--- config.mk ---
export PLATFORM = sky130hd
export DESIGN_NAME = lct_match
export DESIGN_NICKNAME = d
export VERILOG_FILES = /design/src/rtl/lct_pkg.sv /design/src/rtl/lct_match.sv
export SDC_FILE = /design/constraint.sdc
export NUM_CORES = 1
export LEC_CHECK = 0
export ABC_CLOCK_PERIOD_IN_PS = 2400
export BUFFER_PORTS_ARGS = -buffer_cell sky130_fd_sc_hd__buf_2
export CORE_ASPECT_RATIO = 1.4
export CORE_MARGIN = 8
export CORE_UTILIZATION = 38
export DETAILED_ROUTE_END_ITERATION = 8
export HOLD_SLACK_MARGIN = 0.02
export PLACE_DENSITY_LB_ADDON = 0.3
export RECOVER_POWER = 25
export SLEW_MARGIN = 20
export SYNTH_ARGS = -nofsm -noshare
export SYNTH_HDL_FRONTEND = slang
export SYNTH_SLANG_ARGS = --single-unit
--- constraint.sdc ---
create_clock -name clk -period 2.4 [get_ports clk]
set_input_delay 0.36 -clock clk [delete_from_list [all_inputs] [get_ports clk]]
set_output_delay 0.36 -clock clk [all_outputs]
set_load 0.02 [all_outputs]
--- src/rtl/lct_pkg.sv ---
package lct_pkg;

  // Fixed field widths
  localparam int ID_W          = 32;
  localparam int BYTES_W       = 16;
  localparam int FLAG_W        = 4;
  localparam int IMG_LEN_OUT_W = 9;
  localparam int CMD_LEN_OUT_W = 10;

  // Defaults for the top-level parameters
  localparam int ENTRIES_DEF       = 128;
  localparam int IMAGE_CHARS_DEF   = 256;
  localparam int COMMAND_CHARS_DEF = 512;

  // Operation codes
  localparam logic OP_REMEMBER = 1'b0;
  localparam logic OP_TAKE     = 1'b1;

  // Bit positions in the stored flag word
  localparam int FLAG_IMG_P = 0;
  localparam int FLAG_IMG_T = 1;
  localparam int FLAG_CMD_P = 2;
  localparam int FLAG_CMD_T = 3;

  typedef struct packed {
    logic               op;
    logic [ID_W-1:0]    process_id;
    logic [ID_W-1:0]    parent_id;
    logic [ID_W-1:0]    creator_id;
    logic               image_present;
    logic               image_truncated;
    logic               command_present;
    logic               command_truncated;
    logic [BYTES_W-1:0] image_bytes;
    logic [BYTES_W-1:0] command_bytes;
  } lct_req_t;

  typedef struct packed {
    logic                     hit;
    logic [ID_W-1:0]          parent_out;
    logic [ID_W-1:0]          creator_out;
    logic                     parent_known;
    logic                     creator_known;
    logic                     image_present_out;
    logic                     image_truncated_out;
    logic                     command_present_out;
    logic                     command_truncated_out;
    logic                     strings_replayed;
    logic [IMG_LEN_OUT_W-1:0] image_len_out;
    logic [CMD_LEN_OUT_W-1:0] command_len_out;
  } lct_rsp_t;

  // Write enables toward the table storage
  typedef struct packed {
    logic key_we;
    logic dat_we;
  } lct_mem_ctl_t;

endpackage

--- src/rtl/lct_match.sv ---
module lct_match #(
  parameter int ENTRIES = lct_pkg::ENTRIES_DEF
) (
  input  logic                       clk,
  input  logic                       rst_n,
  input  logic                       start,
  input  logic                       issue,
  input  logic [$clog2(ENTRIES)-1:0] issue_idx,
  input  logic [lct_pkg::ID_W-1:0]   key,
  input  logic [lct_pkg::ID_W-1:0]   rd_key,
  output logic                       found,
  output logic [$clog2(ENTRIES)-1:0] match_idx,
  output logic                       empty_found,
  output logic [$clog2(ENTRIES)-1:0] empty_idx
);
  import lct_pkg::*;

  localparam int IW = $clog2(ENTRIES);

  logic          cmp_v_r;
  logic [IW-1:0] cmp_idx_r;
  logic          found_r;
  logic [IW-1:0] match_idx_r;
  logic          empty_r;
  logic [IW-1:0] empty_idx_r;

  // Delay the issued index to line up with the registered read data
  always_ff @(posedge clk) begin
    if (!rst_n) begin
      cmp_v_r <= 1'b0;
    end else begin
      cmp_v_r <= issue;
    end
    cmp_idx_r <= issue_idx;
  end

  // Shared comparator: record the first matching and the first empty entry
  always_ff @(posedge clk) begin
    if (!rst_n || start) begin
      found_r <= 1'b0;
      empty_r <= 1'b0;
    end else if (cmp_v_r) begin
      if (!found_r && rd_key == key) begin
        found_r <= 1'b1;
      end
      if (!empty_r && rd_key == '0) begin
        empty_r <= 1'b1;
      end
    end
  end

  always_ff @(posedge clk) begin
    if (cmp_v_r && !found_r && rd_key == key) begin
      match_idx_r <= cmp_idx_r;
    end
    if (cmp_v_r && !empty_r && rd_key == '0) begin
      empty_idx_r <= cmp_idx_r;
    end
  end

  assign found       = found_r;
  assign match_idx   = match_idx_r;
  assign empty_found = empty_r;
  assign empty_idx   = empty_idx_r;

endmodule

==> impl_metrics.yaml, run 1 <==
status:
  status: "complete, no violations"
yosys:
  ys_seq_area_share_pct: 57.1
  synth.distinct_cells: 16
  synth_top_area_share_pct: 38.7
  netlist_instances: 83
  synth_top_area_cell: "edfxtp_1"
  synth_nets: 158
  syn_avg_cell_area_um2: 13.1
  ys_ff_latch: 24
  synth_area_leaders: "edfxtp_1 39%, xor2_1 23%, dfxtp_1 18%"
  yosysWarnings: 0
  syn-cell-area_um2: 1090
clock_network:
  cts_made_buffers: 3
  clk_latency_ns: 0.25
  htreeDepth: 1
  post_cts_resized: 0
  numClockSinks: 24
  cts_buffer_depth: 2
  cts-root-buf: "clkbuf_8"
  cts_tree: "built"
  hold_buffers: 0
  clk_pin_slew_worst_paths_ns: 0.07
  cts_setup_buffers: 0
timing:
  finalClockSkew_ns: 0.000760
  tns_ns: 0
  finalCriticalPeriod_ns: 1.72
  tightest_slew_ns: 0.424
  rsz0062_at_grt: "no"
  hold_viol: 0
  layout_setup_ws_ns: 0.678
  setup_viol_count_final: 0
  final_max_slew_viol_count: 0
  max_freq_ghz: 0.581
  relSlewSlack_pct: 71.4
  final.period_utilization_pct: 71.7
critical_path:
  arrival_ns: 1.69
  crit_buf_inv: 1
  ff2ff_path_depth: 5
  critPathKind: "reg2reg"
  cp_num_cells: 5
  path_cells: "nor4b_1 -> and4_1 -> nand4_1 -> nor4_2 -> buf_4"
  crit_family: "simple AND/OR/NAND/NOR gates"
  slowest_stage: "nor4b_1"
  cp-end-kind: "flop"
  startpoint_type: "flop"
  critical_path.max_stage_delay_ns: 0.37
  r2r_setup_slack_ns: 0.68
  critPathMaxFanout: 8
  worstPathRequired_ns: 2.37
hold_path:
  min_path_cells: 1
  hp-class: "in2reg"
final_layout:
  layout_common_cells: "90 x buf_2, 29 x xor2_1, 14 x edfxtp_1, 13 x nor4_1, 10 x dfxtp_1"
  drive_gt1_share_pct: 54.5
  seq_area_um2: 621
  fillers: 259
  syn2layout_area_growth_pct: 50.9
  n_antenna_cell: 0
  multiInputGateArea_um2: 467
  fin_cells: 215
  postLayoutCoreUtil_pct: 58.8
  final_common_cell: "buf_2"
  nets: 255
routing:
  dr.pass1.iters: 4
  drc: 0
  drt-vias-per-instance: 4.82
  vias: 1037
  finalWirelength_um: 3480
  wl_per_cell_um: 16.2
  drtAntennaViolNets: 0
  drtIter0Drc: 19
die:
  dieHeight_um: 79.3
  die_x_um: 61.2
  row_count: 23
  dieArea_um2: 4850
  core-area_um2: 2790
  start_util_pct: 39.0
  num_io_pins: 91
global_route:
  groute.usage.overall_pct: 13.4
  grt_pass1_vias: 1159
  grt_max_degree: 13
  grt_pass1_wl_um: 4840
  antenna_found_initial: 0
  grt_overflow: 0
place:
  globalplace.congestion: 0.777
  port_buffers: 90
  dp_cells: 212
  dp_slack_ns: 0.464
  dp_hpwl_um: 3150
power_and_ir_drop:
  powerDensity_nw_per_um2: 482
  finalPower_mw: 0.790
  p_leak_nw: 0.754
  ir_drop_mv: 0.343
run:
  cap_viol_max_count: 0
-- synth_stat cells --
library cell	number
and2_1	1
and4_1	1
dfxtp_1	10
edfxtp_1	14
nand3_1	1
nand4_1	3
nor2b_1	1
nor3_1	1
nor3b_1	1
nor4_1	13
nor4_2	1
nor4b_1	1
o21a_1	2
or4_4	1
xnor2_1	3
xor2_1	29
-- per-layer routing --
layer	wire length [µm]	GRT usage [%]	vias to the layer above
met5	0	0	-
met4	129	8.90	0
met3	262	2.75	12
met2	1960	25.0	50
met1	1130	12.0	474
li1	-	-	501
-- worst reg2reg max path, stage by stage, from the launching register on --
cell	delay, ns
dfxtp_1	0.33
nor4b_1	0.37
and4_1	0.26
nand4_1	0.12
nor4_2	0.15
buf_4	0.21
-- power by group --
group	internal (mW)	total, mW	leakage (nW)	switching [mW]
sequential	0.442	0.445	0.209	0.00323
clock	0.112	0.216	0.0216	0.105
combinational	0.0719	0.129	0.524	0.0575
-- flip-flops by register name, summed over array words and instances, names as in the netlist --
name	count
match_idx	7
empty_found	1
cmp_idx_r	7
found	1
empty_idx	7
cmp_v_r	1
-- area by class of cell --
type | count | area share, %
clock buffer | 3 | 2.52
multi-input combinational | 59 | 28.5
sequential | 24 | 37.8
tap | 37 | 2.82
timing repair buffer | 92 | 28.4
-- worst paths after layout --
kind | to | from
setup / recovery | empty_idx[6] | cmp_v_r
hold / removal | cmp_idx_r[3] | issue_idx[3]
setup reg to reg | empty_idx[6] | cmp_v_r
hold reg to reg | empty_idx[0] | cmp_idx_r[0]
-- stage by stage --
step           cell area (µm²)  hold slack [ns]
3_5_place_dp              1600            0.411
4_1_cts                   1640            0.198
3_3_place_gp              1600            0.406
2_1_floorplan             1090            0.388
5_1_grt                   1640            0.191
6_report                  1640            0.205
-- cells by family after synthesis --
| group | Yosys count | share of synthesized area [%] |
|---|---|---|
| AOI/OAI and AO/OA | 2 | 1.38 |
| DFF | 24 | 57.1 |
| xor gates and xnor gates | 32 | 25.8 |
| and+or+nand+nor | 25 | 15.8 |
No activity file was read; power rests on OpenSTA's default activity.
==> run 2: changes to the inputs <==
Settings changed: ABC_CLOCK_PERIOD_IN_PS 2400 to 1500, CORE_UTILIZATION 38 to 34.
Clock period 2.4 ns to 1.5 ns, I/O delays scaled along.
==> run 2 against run 1 <==
Compared with the run above: the run now ends with setup timing left; total power rose by 70%; register-to-register slack got worse by 0.76 ns; global-route usage grew 0.19 points; sequential share of layout area fell by 3.2 points; critical endpoint is now empty_idx[0]; largest cell class unchanged.
==> impl_metrics.yaml, run 2 (synthesized netlist as in run 1, its figures left out) <==
timing:
  max_freq_ghz: 0.634
  layout_setup_ws_ns: -0.0773
  finalClockSkew_ns: 0.000534
  final.period_utilization_pct: 105
  hold_viol: 0
  tns_ns: -0.589
  final_max_slew_viol_count: 0
  rsz0062_at_grt: "yes"
  finalCriticalPeriod_ns: 1.58
  setup_viol_count_final: 8
  whs_ns: 0.0688
  tightest_slew_ns: 0.302
  relSlewSlack_pct: 79.7
run:
  cap_viol_max_count: 0
critical_path:
  critPathKind: "reg2reg"
  critical_path.max_stage_delay_ns: 0.33
  cp-end-kind: "flop"
  arrival_ns: 1.55
  r2r_setup_slack_ns: -0.08
  startpoint_type: "flop"
  critPathMaxFanout: 8
  worstPathRequired_ns: 1.47
  slowest_stage: "dfxtp_2"
  path_cells: "nor4_1 -> and4_1 -> nand4_1 -> nor4_4 -> buf_6"
clock_network:
  cts_buffer_depth: 2
  hold_buffers: 0
  cts_tree: "built"
  cts_made_buffers: 3
  clk_pin_slew_worst_paths_ns: 0.07
  numClockSinks: 24
  htreeDepth: 1
  cts-root-buf: "clkbuf_8"
  clk_latency_ns: 0.25
routing:
  drt-vias-per-instance: 4.54
  vias: 1044
  drtAntennaViolNets: 0
  finalWirelength_um: 3460
  drc: 0
  dr.pass1.iters: 4
  wl_per_cell_um: 15.0
  drtIter0Drc: 12
final_layout:
  drive_gt1_share_pct: 59.7
  n_antenna_cell: 0
  layout_common_cells: "90 x buf_2, 29 x xor2_1, 14 x edfxtp_1, 13 x nor4_1, 12 x buf_4"
  final_common_cell: "buf_2"
  syn2layout_area_growth_pct: 65.1
  nets: 267
power_and_ir_drop:
  ir_drop_mv: 0.439
  p_leak_nw: 0.847
  powerDensity_nw_per_um2: 750
die:
  row_count: 24
  num_io_pins: 91
  die_x_um: 63.8
  dieArea_um2: 5290
  start_util_pct: 35.2
  dieHeight_um: 82.9
  core-area_um2: 3090
place:
  port_buffers: 90
  dp_slack_ns: -0.239
  globalplace.congestion: 0.875
  dp_hpwl_um: 3140
global_route:
  grt_max_degree: 14
  grt_pass1_wl_um: 5880
  groute.usage.overall_pct: 13.6
  grt_overflow: 0
  antenna_found_initial: 0
  grt_pass1_vias: 1292
hold_path:
  hp-class: "in2reg"
status:
  status: "finished, violations left"
  violations: "setup timing"
-- run 2: cell types whose count changed in the layout (fill, tap and decap cells not counted), sizes merged --
cell and delta:
buf +12, clkbuf +1
-- run 2: cell type report --
type | count | area [µm²]
clock buffers | 4 | 55.1
fillers | 277 | 1300
flip-flops and latches | 24 | 622
repair buffers | 104 | 572
multi-input cells | 59 | 498
well taps | 39 | 48.8
-- run 2: power by group --
part	total, mW	switching [mW]	internal, mW	leakage [nW]
sequential	0.712	0.00545	0.707	0.210
clock	0.404	0.171	0.233	0.0288
combinational	0.230	0.0977	0.132	0.609
-- run 2: metal layers --
layer | track usage, % | wire length [µm]
met2 | 24.7 | 1890
met1 | 13.9 | 1290
met4 | 4.68 | 27
met3 | 4.30 | 245
met5 | 0 | 0
-- run 2: repair_timing --
action                                  CTS  global route
setup buffers                             0             0
resized for setup                         2             1
pin swaps                                 1             0
gates cloned                              0             0
endpoints found under the setup margin    8            15
-- run 2: metrics by stage --
step / cell area, µm² / total power, mW / instances / utilization, %
2_1_floorplan: 1110 / 0.797 / 83 / -
3_3_place_gp: 1730 / 0.949 / 226 / 55.8
3_5_place_dp: 1730 / 0.956 / 226 / 55.8
4_1_cts: 1790 / 1.37 / 230 / 57.9
5_1_grt: 1800 / 1.42 / 230 / 58.1
6_report: 1800 / 1.35 / 230 / 58.1
-- run 2: critical path: cells and delay by family (launching register included) --
| kind | cells | cell delay (ns) |
|---|---|---|
| buffers and inverters | 1 | 0.18 |
| flip-flops | 1 | 0.33 |
| AND/OR/NAND/NOR | 4 | 0.79 |
-- run 2: final timing paths --
kind                start            to  cells after the start
max           empty_found  empty_idx[0]                      5
min          issue_idx[1]  cmp_idx_r[1]                      1
max reg2reg   empty_found  empty_idx[0]                      5
min reg2reg  cmp_idx_r[5]  match_idx[5]                      0
==> run 3: changes to the inputs <==
Settings changed: ABC_AREA set to 1, CORE_UTILIZATION 34 to 40.
==> run 3 against run 2 <==
Compared with the run above: clock-buffer cell count is 1 lower; critical path type unchanged; flip-flop and latch count stayed put; the flow now finishes without violations; routed wire length is 33% higher; largest power group unchanged; critical path depth is 2 higher; first-iteration DRC count grew to 3.6 times the previous value; critical endpoint is now match_idx[5]; synthesized cell count grew to 2.9 times the previous value; die area is 18% higher; cell count is 67% higher; register-to-register slack better by 0.20 ns; maximum frequency is 15% higher.
==> impl_metrics.yaml, run 3 <==
final_layout:
  drive_gt1_share_pct: 36.1
  nets: 417
  syn2layout_area_growth_pct: 41.0
  n_antenna_cell: 0
  postLayoutCoreUtil_pct: 58.0
  final_common_cell: "buf_2"
  layout_common_cells: "90 x buf_2, 79 x nand2_1, 41 x inv_1, 27 x nor2_1"
  fin_area_um2: 2230
clock_network:
  numClockSinks: 24
  cts_buffer_depth: 2
  cts-root-buf: "clkbuf_8"
  clk_pin_slew_worst_paths_ns: 0.08
  htreeDepth: 1
  clk_latency_ns: 0.26
  cts_made_buffers: 3
  cts_setup_buffers: 0
  hold_buffers: 0
  cts_tree: "built"
yosys:
  synth_top_area_share_pct: 26.6
  synth_edf_count: 14
  synthMostInstantiatedCell: "nand2_1"
  synth_top_flop_cell: "edfxtp_1"
  syn-cell-area_um2: 1580
  synth_top_cells_by_count: "79 x nand2_1, 41 x inv_1, 27 x nor2_1"
  synth_top_area_cell: "edfxtp_1"
  synth.distinct_cells: 24
  ys_seq_area_share_pct: 39.2
  yosysWarnings: 0
  synth_area_leaders: "edfxtp_1 27%, nand2_1 19%, dfxtp_1 13%"
  syn_avg_cell_area_um2: 6.62
  netlist_instances: 239
  synth-async-reset-ratio_pct: 0
  synth_nets: 314
  ys_ff_latch: 24
routing:
  vias: 1752
  drtAntennaViolNets: 0
  drc: 0
  wl_per_cell_um: 12.0
  drtIter0Drc: 43
  dr.pass1.iters: 4
  drt-vias-per-instance: 4.56
  finalWirelength_um: 4610
critical_path:
  startpoint_type: "flop"
  r2r_end: "match_idx[5]"
  critPathMostFrequentCell: "nor2_1"
  arrival_ns: 1.34
  path_cells: "inv_2 -> nor3_1 -> nand3b_1 -> nor2_1 -> nand3_1 -> nor2_1 -> buf_4"
  worstPathRequired_ns: 1.47
  slowest_stage: "dfxtp_1"
  critPathMaxFanout: 7
  reg2reg_from: "cmp_v_r"
  critical_path.max_stage_delay_ns: 0.33
  r2r_setup_slack_ns: 0.13
  critPathKind: "reg2reg"
  crit_family: "simple AND/OR/NAND/NOR gates"
  crit_buf_inv: 2
  ff2ff_path_depth: 7
  cp-end-kind: "flop"
die:
  dieArea_um2: 6250
  dieHeight_um: 90.4
  row_count: 27
  core-area_um2: 3850
  num_io_pins: 91
  die_x_um: 69.2
  start_util_pct: 41.1
global_route:
  grt_max_degree: 15
  grt_pass1_vias: 1777
  grt_pass1_wl_um: 7440
  groute.usage.overall_pct: 14.1
  antenna_found_initial: 0
  grt_overflow: 0
status:
  status: "complete, no violations"
hold_path:
  hold_start: "issue_idx[4]"
  min_to: "cmp_idx_r[4]"
  hp-class: "in2reg"
  min_path_cells: 1
timing:
  max_freq_ghz: 0.728
  rsz0062_at_grt: "no"
  relSlewSlack_pct: 80.7
  finalClockSkew_ns: 0.00652
  hold_viol: 0
  final_max_slew_viol_count: 0
  setup_viol_count_final: 0
  final.period_utilization_pct: 91.6
  finalCriticalPeriod_ns: 1.37
  tightest_slew_ns: 0.287
power_and_ir_drop:
  p_leak_nw: 1.23
  powerDensity_nw_per_um2: 715
  ir_drop_mv: 0.746
place:
  place_area_um2: 2150
  port_buffers: 90
  dp_hpwl_um: 4210
  globalplace.congestion: 0.926
run:
  cap_viol_max_count: 0
run 3: changes by cell type after synthesis, sizes merged, moves of 3 or more:
| cell | previous run | this run |
|---|---|---|
| nand2 | 0 | 80 |
| inv | 0 | 53 |
| nor2 | 0 | 29 |
| xor2 | 29 | 2 |
| nand3 | 1 | 14 |
| nor4 | 14 | 5 |
| nor3 | 1 | 7 |
| nand4 | 3 | 8 |
| xnor2 | 3 | 8 |
| a21oi | 0 | 3 |
run 3: through the flow:
stage	instances	power [mW]	worst slack (ns)	hold WS (ns)	TNS, ns
final	384	1.60	0.126	0.0593	0
after global routing	384	1.69	0.0188	0.0412	0
after CTS	384	1.61	0.0176	0.0542	0
after detailed placement	380	1.07	-0.0479	0.329	-0.524
after global placement	380	1.06	-0.0611	0.327	-0.599
after floorplan	239	0.891	0.0100	0.253	0
run 3: report_power, final:
group | internal, mW | switching (mW)
registers | 0.706 | 0.00526
clock network | 0.356 | 0.186
logic | 0.158 | 0.184
total | 1.22 | 0.376
run 3: metal layers:
layer	track usage, %	part of all wire [%]	vias to the layer above
li1	-	-	941
met1	14.6	40	737
met2	26.4	53	66
met3	3.41	6.1	8
met4	4.80	1.7	0
met5	0	0	-
run 3: worst max path at each step:
| stage | startpoint | to | depth (start not counted) |
|---|---|---|---|
| 6_report | cmp_v_r | match_idx[5] | 7 |
| 5_1_grt | cmp_v_r | match_idx[6] | 7 |
| 4_1_cts | cmp_v_r | empty_idx[5] | 5 |
| 3_5_place_dp | rd_key[30] | empty_idx[4] | 5 |
| 3_3_place_gp | rd_key[12] | empty_idx[1] | 6 |
| 2_1_floorplan | found | match_idx[0] | 5 |
run 3: repair_timing:
item,4_1_cts,5_1_grt
setup endpoints to repair,7,7
gates cloned,0,0
endpoints found under the hold margin,0,0
resized for setup,1,0
pin swaps,0,3
run 3: logic make-up after synthesis:
group | after synthesis | share of synthesized area (%)
AOI/OAI and AO/OA | 4 | 1.50
xor gates and xnor gates | 10 | 5.53
buffers and inverters | 54 | 12.8
DFF | 24 | 39.2
and+or+nand+nor | 147 | 40.9
run 3: final cells by class:
type / instances / area [µm²]
clock inverters: 1 / 30.0
inverters: 54 / 203
flip-flops and latches: 24 / 621
multi-input cells: 161 / 773
clock buffers: 3 / 41.3
repair buffers: 98 / 510
fillers: 386 / 1620
well taps: 43 / 53.8
run 3: worst reg2reg max path, cell delays in order, from the launching register on:
cell,delay [ns]
dfxtp_1,0.33
inv_2,0.06
nor3_1,0.16
nand3b_1,0.10
nor2_1,0.09
nand3_1,0.07
nor2_1,0.10
buf_4,0.17
